### config.mk
export PLATFORM = sky130hd
export DESIGN_NAME = pixel_to_rgb565_rotator_unit
export DESIGN_NICKNAME = d
export VERILOG_FILES = /design/src/sv/p2r565_pkg.sv /design/src/sv/p2r565_unpack.sv /design/src/sv/p2r565_index.sv /design/src/sv/pixel_to_rgb565_rotator_unit.sv
export SDC_FILE = /design/constraint.sdc
export NUM_CORES = 1
export LEC_CHECK = 0
export BUFFER_PORTS_ARGS = -buffer_cell sky130_fd_sc_hd__buf_2
export CORE_ASPECT_RATIO = 0.75
export CORE_MARGIN = 2
export CORE_UTILIZATION = 45
export DETAILED_ROUTE_END_ITERATION = 8
export SLEW_MARGIN = 25
export SYNTH_ARGS = -nofsm -noshare
export SYNTH_HDL_FRONTEND = slang
export SYNTH_HIERARCHICAL = 1
export SYNTH_SLANG_ARGS = --single-unit
### constraint.sdc
create_clock -name clk -period 8.3 [get_ports clk]
set_input_delay 0.415 -clock clk [delete_from_list [all_inputs] [get_ports clk]]
set_output_delay 0.415 -clock clk [all_outputs]
set_load 0.02 [all_outputs]
### src/sv/p2r565_pkg.sv
// Shared types, codes and widths for the pixel to RGB565 rotator.
package p2r565_pkg;

	// Field widths fixed by the interface
	localparam int DIM_W = 11;
	localparam int IDX_W = 20;
	localparam int PIX_W = 16;
	localparam int BYTE_W = 8;

	// Largest value a raw dimension register can hold
	localparam int DIM_RAW_MAX = (2 ** DIM_W) - 1;

	// Source format codes
	localparam logic [1:0] FMT_RGB332 = 2'd0;
	localparam logic [1:0] FMT_RGB565 = 2'd1;
	localparam logic [1:0] FMT_RGB888 = 2'd2;
	localparam logic [1:0] FMT_RSVD   = 2'd3;

	// Rotation codes
	localparam logic [1:0] ROT_0   = 2'd0;
	localparam logic [1:0] ROT_90  = 2'd1;
	localparam logic [1:0] ROT_180 = 2'd2;
	localparam logic [1:0] ROT_270 = 2'd3;

	// Configuration register indexes
	localparam logic [1:0] REG_FORMAT   = 2'd0;
	localparam logic [1:0] REG_WIDTH    = 2'd1;
	localparam logic [1:0] REG_HEIGHT   = 2'd2;
	localparam logic [1:0] REG_ROTATION = 2'd3;

	// Register reset values
	localparam logic [1:0]       RST_FORMAT   = FMT_RGB565;
	localparam logic [DIM_W-1:0] RST_WIDTH    = 11'd480;
	localparam logic [DIM_W-1:0] RST_HEIGHT   = 11'd800;
	localparam logic [1:0]       RST_ROTATION = ROT_0;

	// Active configuration, dimensions already clamped to the legal range
	typedef struct packed {
		logic [1:0]       fmt;
		logic [DIM_W-1:0] width;
		logic [DIM_W-1:0] height;
		logic [1:0]       rot;
	} cfg_t;

endpackage

### src/sv/p2r565_unpack.sv
// Byte assembly, RGB565 conversion and raster position counters (stage 1).
module p2r565_unpack import p2r565_pkg::*; #(
	parameter int CW = 10
) (
	input  logic              clk,
	input  logic              arst_n,
	input  logic              restart,
	input  cfg_t              cfg,
	input  logic              in_valid,
	output logic              in_ready,
	input  logic [BYTE_W-1:0] data_byte,
	output logic              s1_valid,
	input  logic              s1_ready,
	output logic [PIX_W-1:0]  pix_s1,
	output logic [CW-1:0]     x_s1,
	output logic [CW-1:0]     y_s1,
	output logic              last_s1
);

	localparam int OW = (CW > DIM_W) ? CW : DIM_W;

	logic [1:0]        phase_q;
	logic [15:0]       partial_q;
	logic [CW-1:0]     x_q;
	logic [CW-1:0]     y_q;
	logic              s1_valid_q;

	logic              accept;
	logic              active;
	logic              complete;
	logic              emit;
	logic [PIX_W-1:0]  pixel;
	logic [OW:0]       x_nxt;
	logic [OW:0]       y_nxt;
	logic [OW:0]       w_ext;
	logic [OW:0]       h_ext;
	logic              col_end;
	logic              row_end;

	// Stage 1 moves when empty or when stage 2 takes its beat
	assign in_ready = !s1_valid_q || s1_ready;
	assign accept   = in_valid && in_ready;
	assign s1_valid = s1_valid_q;

	// Does this byte close a pixel
	always_comb begin
		unique case (cfg.fmt)
			FMT_RGB332: complete = 1'b1;
			FMT_RGB565: complete = (phase_q != 2'd0);
			FMT_RGB888: complete = phase_q[1];
			default:    complete = 1'b0;
		endcase
	end

	assign active = (cfg.fmt != FMT_RSVD);
	assign emit   = accept && active && complete;

	// Conversion to 5/6/5: RGB332 zero-padded, RGB565 passed through, RGB888 truncated
	always_comb begin
		unique case (cfg.fmt)
			FMT_RGB332: pixel = {data_byte[7:5], 2'b00, data_byte[4:2], 3'b000,
				data_byte[1:0], 3'b000};
			FMT_RGB565: pixel = {partial_q[7:0], data_byte};
			FMT_RGB888: pixel = {partial_q[15:11], partial_q[7:2], data_byte[7:3]};
			default:    pixel = '0;
		endcase
	end

	// Position bookkeeping
	assign x_nxt   = {1'b0, OW'(x_q)} + (OW+1)'(1);
	assign y_nxt   = {1'b0, OW'(y_q)} + (OW+1)'(1);
	assign w_ext   = (OW+1)'(cfg.width);
	assign h_ext   = (OW+1)'(cfg.height);
	assign col_end = (x_nxt >= w_ext);
	assign row_end = (y_nxt >= h_ext);

	// Byte phase, partial bytes and counters
	always_ff @(posedge clk or negedge arst_n) begin
		if (!arst_n) begin
			phase_q   <= 2'd0;
			partial_q <= '0;
			x_q       <= '0;
			y_q       <= '0;
		end else if (restart) begin
			phase_q   <= 2'd0;
			partial_q <= '0;
			x_q       <= '0;
			y_q       <= '0;
		end else if (accept && active) begin
			if (!complete) begin
				partial_q <= {partial_q[7:0], data_byte};
				phase_q   <= phase_q + 2'd1;
			end else begin
				partial_q <= '0;
				phase_q   <= 2'd0;
				if (col_end) begin
					x_q <= '0;
					y_q <= row_end ? '0 : CW'(y_nxt);
				end else begin
					x_q <= CW'(x_nxt);
				end
			end
		end
	end

	// Stage 1 valid
	always_ff @(posedge clk or negedge arst_n) begin
		if (!arst_n) begin
			s1_valid_q <= 1'b0;
		end else if (in_ready) begin
			s1_valid_q <= emit;
		end
	end

	// Stage 1 payload
	always_ff @(posedge clk) begin
		if (in_ready && emit) begin
			pix_s1  <= pixel;
			x_s1    <= x_q;
			y_s1    <= y_q;
			last_s1 <= col_end && row_end;
		end
	end

	// Phase never passes the longest format
	a_phase_range: assert property (@(posedge clk) disable iff (!arst_n)
		phase_q != 2'd3)
		else $error("byte phase out of range");

	// Counters stay inside the image
	a_pos_range: assert property (@(posedge clk) disable iff (!arst_n)
		((OW+1)'(x_q) < w_ext) && ((OW+1)'(y_q) < h_ext))
		else $error("raster position outside image");

	// Reserved format swallows bytes without a beat or a move
	a_rsvd_idle: assert property (@(posedge clk) disable iff (!arst_n)
		(accept && !active && !restart) |=> (!s1_valid_q && $stable(x_q) && $stable(phase_q)))
		else $error("reserved format changed state");

endmodule

### src/sv/p2r565_index.sv
// Rotated destination index (one multiply-add) and output register (stage 2).
module p2r565_index import p2r565_pkg::*; #(
	parameter int CW = 10
) (
	input  logic             clk,
	input  logic             arst_n,
	input  cfg_t             cfg,
	input  logic             s1_valid,
	output logic             s1_ready,
	input  logic [PIX_W-1:0] pix_s1,
	input  logic [CW-1:0]    x_s1,
	input  logic [CW-1:0]    y_s1,
	input  logic             last_s1,
	output logic             out_valid,
	input  logic             out_ready,
	output logic [PIX_W-1:0] pixel_565,
	output logic [IDX_W-1:0] dest_index,
	output logic             last_pixel
);

	localparam int OW = (CW > DIM_W) ? CW : DIM_W;
	localparam int PW = OW + DIM_W + 1;

	logic             out_valid_q;
	logic [OW-1:0]    xe;
	logic [OW-1:0]    ye;
	logic [OW-1:0]    we;
	logic [OW-1:0]    he;
	logic [OW-1:0]    h_m_y;
	logic [OW-1:0]    w_m_x;
	logic [OW-1:0]    mul_a;
	logic [DIM_W-1:0] mul_b;
	logic [OW-1:0]    add_c;
	logic [PW-1:0]    idx_full;

	assign s1_ready  = !out_valid_q || out_ready;
	assign out_valid = out_valid_q;

	assign xe    = OW'(x_s1);
	assign ye    = OW'(y_s1);
	assign we    = OW'(cfg.width);
	assign he    = OW'(cfg.height);
	assign h_m_y = he - OW'(1) - ye;
	assign w_m_x = we - OW'(1) - xe;

	// Every rotation reduces to a*b + c
	always_comb begin
		unique case (cfg.rot)
			ROT_90: begin
				mul_a = xe;
				mul_b = cfg.height;
				add_c = h_m_y;
			end
			ROT_180: begin
				mul_a = h_m_y;
				mul_b = cfg.width;
				add_c = w_m_x;
			end
			ROT_270: begin
				mul_a = w_m_x;
				mul_b = cfg.height;
				add_c = ye;
			end
			default: begin
				mul_a = ye;
				mul_b = cfg.width;
				add_c = xe;
			end
		endcase
	end

	assign idx_full = PW'(mul_a) * PW'(mul_b) + PW'(add_c);

	// Output valid
	always_ff @(posedge clk or negedge arst_n) begin
		if (!arst_n) begin
			out_valid_q <= 1'b0;
		end else if (s1_ready) begin
			out_valid_q <= s1_valid;
		end
	end

	// Output payload
	always_ff @(posedge clk) begin
		if (s1_ready && s1_valid) begin
			pixel_565  <= pix_s1;
			dest_index <= idx_full[IDX_W-1:0];
			last_pixel <= last_s1;
		end
	end

	// Half turn puts the last source pixel at the frame origin
	a_half_turn_last: assert property (@(posedge clk) disable iff (!arst_n)
		(out_valid_q && last_pixel && (cfg.rot == ROT_180)) |-> (dest_index == '0))
		else $error("half turn last pixel not at index zero");

endmodule

### src/sv/pixel_to_rgb565_rotator_unit.sv
// Top level: configuration registers and the two-stage pixel pipeline.
//
// Usage:
//   Raw image bytes enter in raster order on the in_valid/in_ready channel
//   (data_byte). Each completed source pixel leaves as one beat on the
//   out_valid/out_ready channel carrying pixel_565, dest_index (its place in
//   the rotated frame) and last_pixel on the final pixel of the image.
//   Bytes that do not close a pixel, and all bytes under the reserved format
//   code, produce no output beat.
//   Configuration is written through cfg_we/cfg_index/cfg_data with no wait;
//   any write restarts the frame (byte phase and counters cleared). Write
//   only while the pipeline is empty.
//   A closing byte's pixel is registered in stage 1, then in the output
//   register. Throughput: one byte per clock; each stage reloads in the
//   cycle its beat moves on, so a receiver that keeps up never stalls input.
//   When the receiver stalls, the output register holds its beat, stage 1
//   fills, and in_ready drops only once both stages are full.
//   Reset clears the pipeline, the counters and restores the register
//   defaults (RGB565, 480 x 800, no rotation).
module pixel_to_rgb565_rotator_unit import p2r565_pkg::*; #(
	parameter int MAX_DIM = 1024
) (
	input  logic              clk,
	input  logic              arst_n,
	input  logic              cfg_we,
	input  logic [1:0]        cfg_index,
	input  logic [DIM_W-1:0]  cfg_data,
	input  logic              in_valid,
	output logic              in_ready,
	input  logic [BYTE_W-1:0] data_byte,
	output logic              out_valid,
	input  logic              out_ready,
	output logic [PIX_W-1:0]  pixel_565,
	output logic [IDX_W-1:0]  dest_index,
	output logic              last_pixel
);

	localparam int CW = $clog2(MAX_DIM);
	localparam int DIM_CLIP = (MAX_DIM > DIM_RAW_MAX) ? DIM_RAW_MAX : MAX_DIM;

	logic [1:0]       fmt_q;
	logic [DIM_W-1:0] width_q;
	logic [DIM_W-1:0] height_q;
	logic [1:0]       rot_q;
	cfg_t             cfg;

	logic             s1_valid;
	logic             s1_ready;
	logic [PIX_W-1:0] pix_s1;
	logic [CW-1:0]    x_s1;
	logic [CW-1:0]    y_s1;
	logic             last_s1;

	// Configuration registers
	always_ff @(posedge clk or negedge arst_n) begin
		if (!arst_n) begin
			fmt_q    <= RST_FORMAT;
			width_q  <= RST_WIDTH;
			height_q <= RST_HEIGHT;
			rot_q    <= RST_ROTATION;
		end else if (cfg_we) begin
			unique case (cfg_index)
				REG_FORMAT:   fmt_q    <= cfg_data[1:0];
				REG_WIDTH:    width_q  <= cfg_data;
				REG_HEIGHT:   height_q <= cfg_data;
				REG_ROTATION: rot_q    <= cfg_data[1:0];
				default:      fmt_q    <= fmt_q;
			endcase
		end
	end

	// Clamp a dimension into 1..MAX_DIM
	function automatic logic [DIM_W-1:0] clamp_dim(input logic [DIM_W-1:0] v);
		logic [DIM_W-1:0] r;
		r = v;
		if (v == '0) begin
			r = DIM_W'(1);
		end else if (v > DIM_W'(DIM_CLIP)) begin
			r = DIM_W'(DIM_CLIP);
		end
		return r;
	endfunction

	assign cfg.fmt    = fmt_q;
	assign cfg.width  = clamp_dim(width_q);
	assign cfg.height = clamp_dim(height_q);
	assign cfg.rot    = rot_q;

	p2r565_unpack #(
		.CW(CW)
	) u_unpack (
		.clk      (clk),
		.arst_n   (arst_n),
		.restart  (cfg_we),
		.cfg      (cfg),
		.in_valid (in_valid),
		.in_ready (in_ready),
		.data_byte(data_byte),
		.s1_valid (s1_valid),
		.s1_ready (s1_ready),
		.pix_s1   (pix_s1),
		.x_s1     (x_s1),
		.y_s1     (y_s1),
		.last_s1  (last_s1)
	);

	p2r565_index #(
		.CW(CW)
	) u_index (
		.clk       (clk),
		.arst_n    (arst_n),
		.cfg       (cfg),
		.s1_valid  (s1_valid),
		.s1_ready  (s1_ready),
		.pix_s1    (pix_s1),
		.x_s1      (x_s1),
		.y_s1      (y_s1),
		.last_s1   (last_s1),
		.out_valid (out_valid),
		.out_ready (out_ready),
		.pixel_565 (pixel_565),
		.dest_index(dest_index),
		.last_pixel(last_pixel)
	);

endmodule
==> results.tsv <==
metric	value	unit
outcome	completed	
CP Data Arrival Time	7920	ps
Slew @ Worst Pin	1030	ps
Die Width	192	um
critical path startpoint category	flop	
Synth Area per Inst	10.2	um^2
detailed-route wire length	28000	um
Worst Reg-to-Reg Cells	28	
max-slew violations	0	
Max Freq	129	MHz
hold slack	157	ps
relative slew slack	31.3	%
Multi-input gate area	0.00733	mm^2
die footprint	0.0279	mm^2
# diodes	0	
Max-cap violations	0	
Post-synth EDFFs	74	
LEAKAGE	6.28	nW
CP max stage delay	540	ps
Worst path most repeated cell	fa_1	
fraction of layout cells with a size suffix above 1	16.1	%
CTS Hold Bufs	0	
worst r2r src	width_q[10]	
share of the synthesized area in the top cell type	18.6	%
CTS sink count	137	
final core occ	51.2	%
initial antenna violation count	0	
crit end category	flop	
register area share after synthesis	31.8	%
HPWL after DPL	21500	um
Placed Area	0.0127	mm^2
Final Setup Violations	0	
Post-Syn Area	0.0120	mm^2
largest net degree at the start of global routing	64	
H-tree lvl count	4	
final net count	1453	
grt ovf	0	
DR vias	8484	
DRT antenna net count	0	
syn nets	1387	
RR Endpoint	u_index/dest_index[19]	
port buffer count	64	
row count	51	
FF-to-FF setup slack	570	ps
CTS max path bufs	2	
Placed Instances	1564	
Sequential cell area	0.00381	mm^2
Starting Density	46.0	%
XOR/XNOR Fraction of Synth Area	3.63	%
DR vias/cell	5.32	
crit path time final	7730	ps
GP Congestion	0.876	
CTS tree	yes	
Hold Vio Cnt, Final	0	
Avg WL per Cell	17.5	um
Area growth syn-to-layout	11.3	%
slowest CP cell	dfrtp_1	
Max IR drop VDD	0.569	mV
I/O pins	65	
most frequent cells after synthesis	inv_1, nand2_1, ha_1, fa_1, edfxtp_1	
Synth warnings	6	
RSZ-0062 raised after global routing	false	
Synth Area in Compound Gates	11.7	%
largest family of logic cells by synthesized area	adder cells	
HP Class	in2async	
gate count of the mapped netlist	1173	
first-pass GRT wire length	46400	um
DR iter-0 viols	621	
First-pass DRT Iterations	5	
core area	0.0260	mm^2
asr flop ratio synth	46.0	%
worst-path fanout max	15	
most common cell in the synthesized netlist	inv_1	
non-filler instance count after layout	1596	
Die Ht	145	um
# DRC	0	
post-synthesis mux area share	6.76	%
setup total negative slack	0	ps
Synth Area in Adders	25.4	%
# fillers	2412	
Post-Layout Inst Area	0.0133	mm^2
CTS Buf Count	17	
fin crit share	93.2	%
most common flop cell mapped by yosys	edfxtp_1	
Fin Clk Skew	8.81	ps
cell taking the most area after synthesis	edfxtp_1	
Clock transition at path regs	70	ps
Simple-Gate Fraction of Synth Area	13.6	%
Req. time, crit path	8490	ps
crit path kind	reg2reg	
Synth area leaders	edfxtp_1, fa_1, dfrtp_1	
vias in the first global route	8508	
pwr dens	471	mW/mm^2
Synth Register Bits	137	
Root Buffer Master	clkbuf_16	
clk_lat worst skew	440	ps
total track usage	21.5	%
Synth cell types	78	
## flip-flops by register name, summed over array words and instances, names as in the netlist, 2 cells and up
register,count
u_unpack/phase_q,2
u_unpack/y_q,10
fmt_q,2
u_index/pixel_565,16
width_q,11
rot_q,2
u_unpack/x_q,10
u_unpack/partial_q,13
u_unpack/y_s1,10
height_q,11
u_index/dest_index,20
u_unpack/pix_s1,16
u_unpack/x_s1,10
## power breakdown
group	internal (mW)	leakage, nW	switching [mW]
clock network	0.455	0.300	0.345
logic	1.85	4.48	2.50
registers	1.05	1.50	0.0892
total	3.35	6.28	2.93
## routing by layer
layer | global-route usage [%] | part of all wire (%) | vias up
met5 | 0 | 0 | -
met4 | 3.36 | 0.72 | 0
met3 | 3.92 | 5.6 | 17
met2 | 31.3 | 43 | 226
met1 | 33.6 | 51 | 4147
li1 | - | - | 4094
## cell usage in the layout (no fill, tap or decap), types with 23 or more instances in the layout
cell type  count
buf_2         64
dfrtp_1       54
ha_1          96
o21ai_0       34
fa_1          92
and2_1        31
edfxtp_1      74
a21oi_1       37
inv_1        180
nand2_1      124
mux2i_1       25
a22o_1        31
nor2b_1       38
xnor2_1       29
mux2_4        23
nor2_1        49
## stage by stage
step	total power [mW]	worst slack, ps
after global placement	5.38	684
after detailed placement	5.45	483
after global routing	7.00	62.0
after CTS	6.30	456
after floorplan	4.52	1280
final	6.28	567
## worst max-delay path by stage
stage / from / endpoint / slack [ps] / cells past startpoint
floorplan: height_q[1] / u_index/dest_index[18] / 1280 / 28
global placement: width_q[10] / u_index/dest_index[19] / 680 / 28
detailed placement: width_q[10] / u_index/dest_index[19] / 480 / 28
CTS: width_q[10] / u_index/dest_index[19] / 460 / 28
global route: height_q[8] / u_index/dest_index[19] / 60 / 28
finish: width_q[10] / u_index/dest_index[19] / 570 / 28
## critical path: cells and delay by family, from the launching register on
family / cells / cell delay, ps
and+or+nand+nor: 7 / 940
AOI/OAI and AO/OA: 6 / 1440
DFF: 1 / 540
adders and majority gates: 8 / 3580
muxes: 1 / 270
buffers and inverters: 4 / 200
xor gates and xnor gates: 2 / 510
## logic make-up (layout without fill, tap and decap cells)
group / after synthesis / after routing
AOI/OAI and AO/OA: 190 / 190
xor gates and xnor gates: 48 / 48
adders and majority gates: 188 / 188
buffers and inverters: 218 / 297
DFF: 137 / 137
muxes: 66 / 66
and+or+nand+nor: 326 / 326
## area by class of cell
cell class,instances,area share [%]
Clock inverter,15,1.35
Clock buffer,17,3.19
Tap cell,344,3.23
Inverter,180,5.07
Timing Repair Buffer,85,3.59
Sequential cell,137,28.6
Multi-Input combinational cell,818,55.0
## timing repair
action | 4_1_cts | 5_1_grt
setup buffers | 0 | 0
resized for setup | 0 | 3
setup endpoints to repair | 0 | 2
endpoints found under the hold margin | 0 | 0
Note: power is estimated with default switching activity, not from simulation.
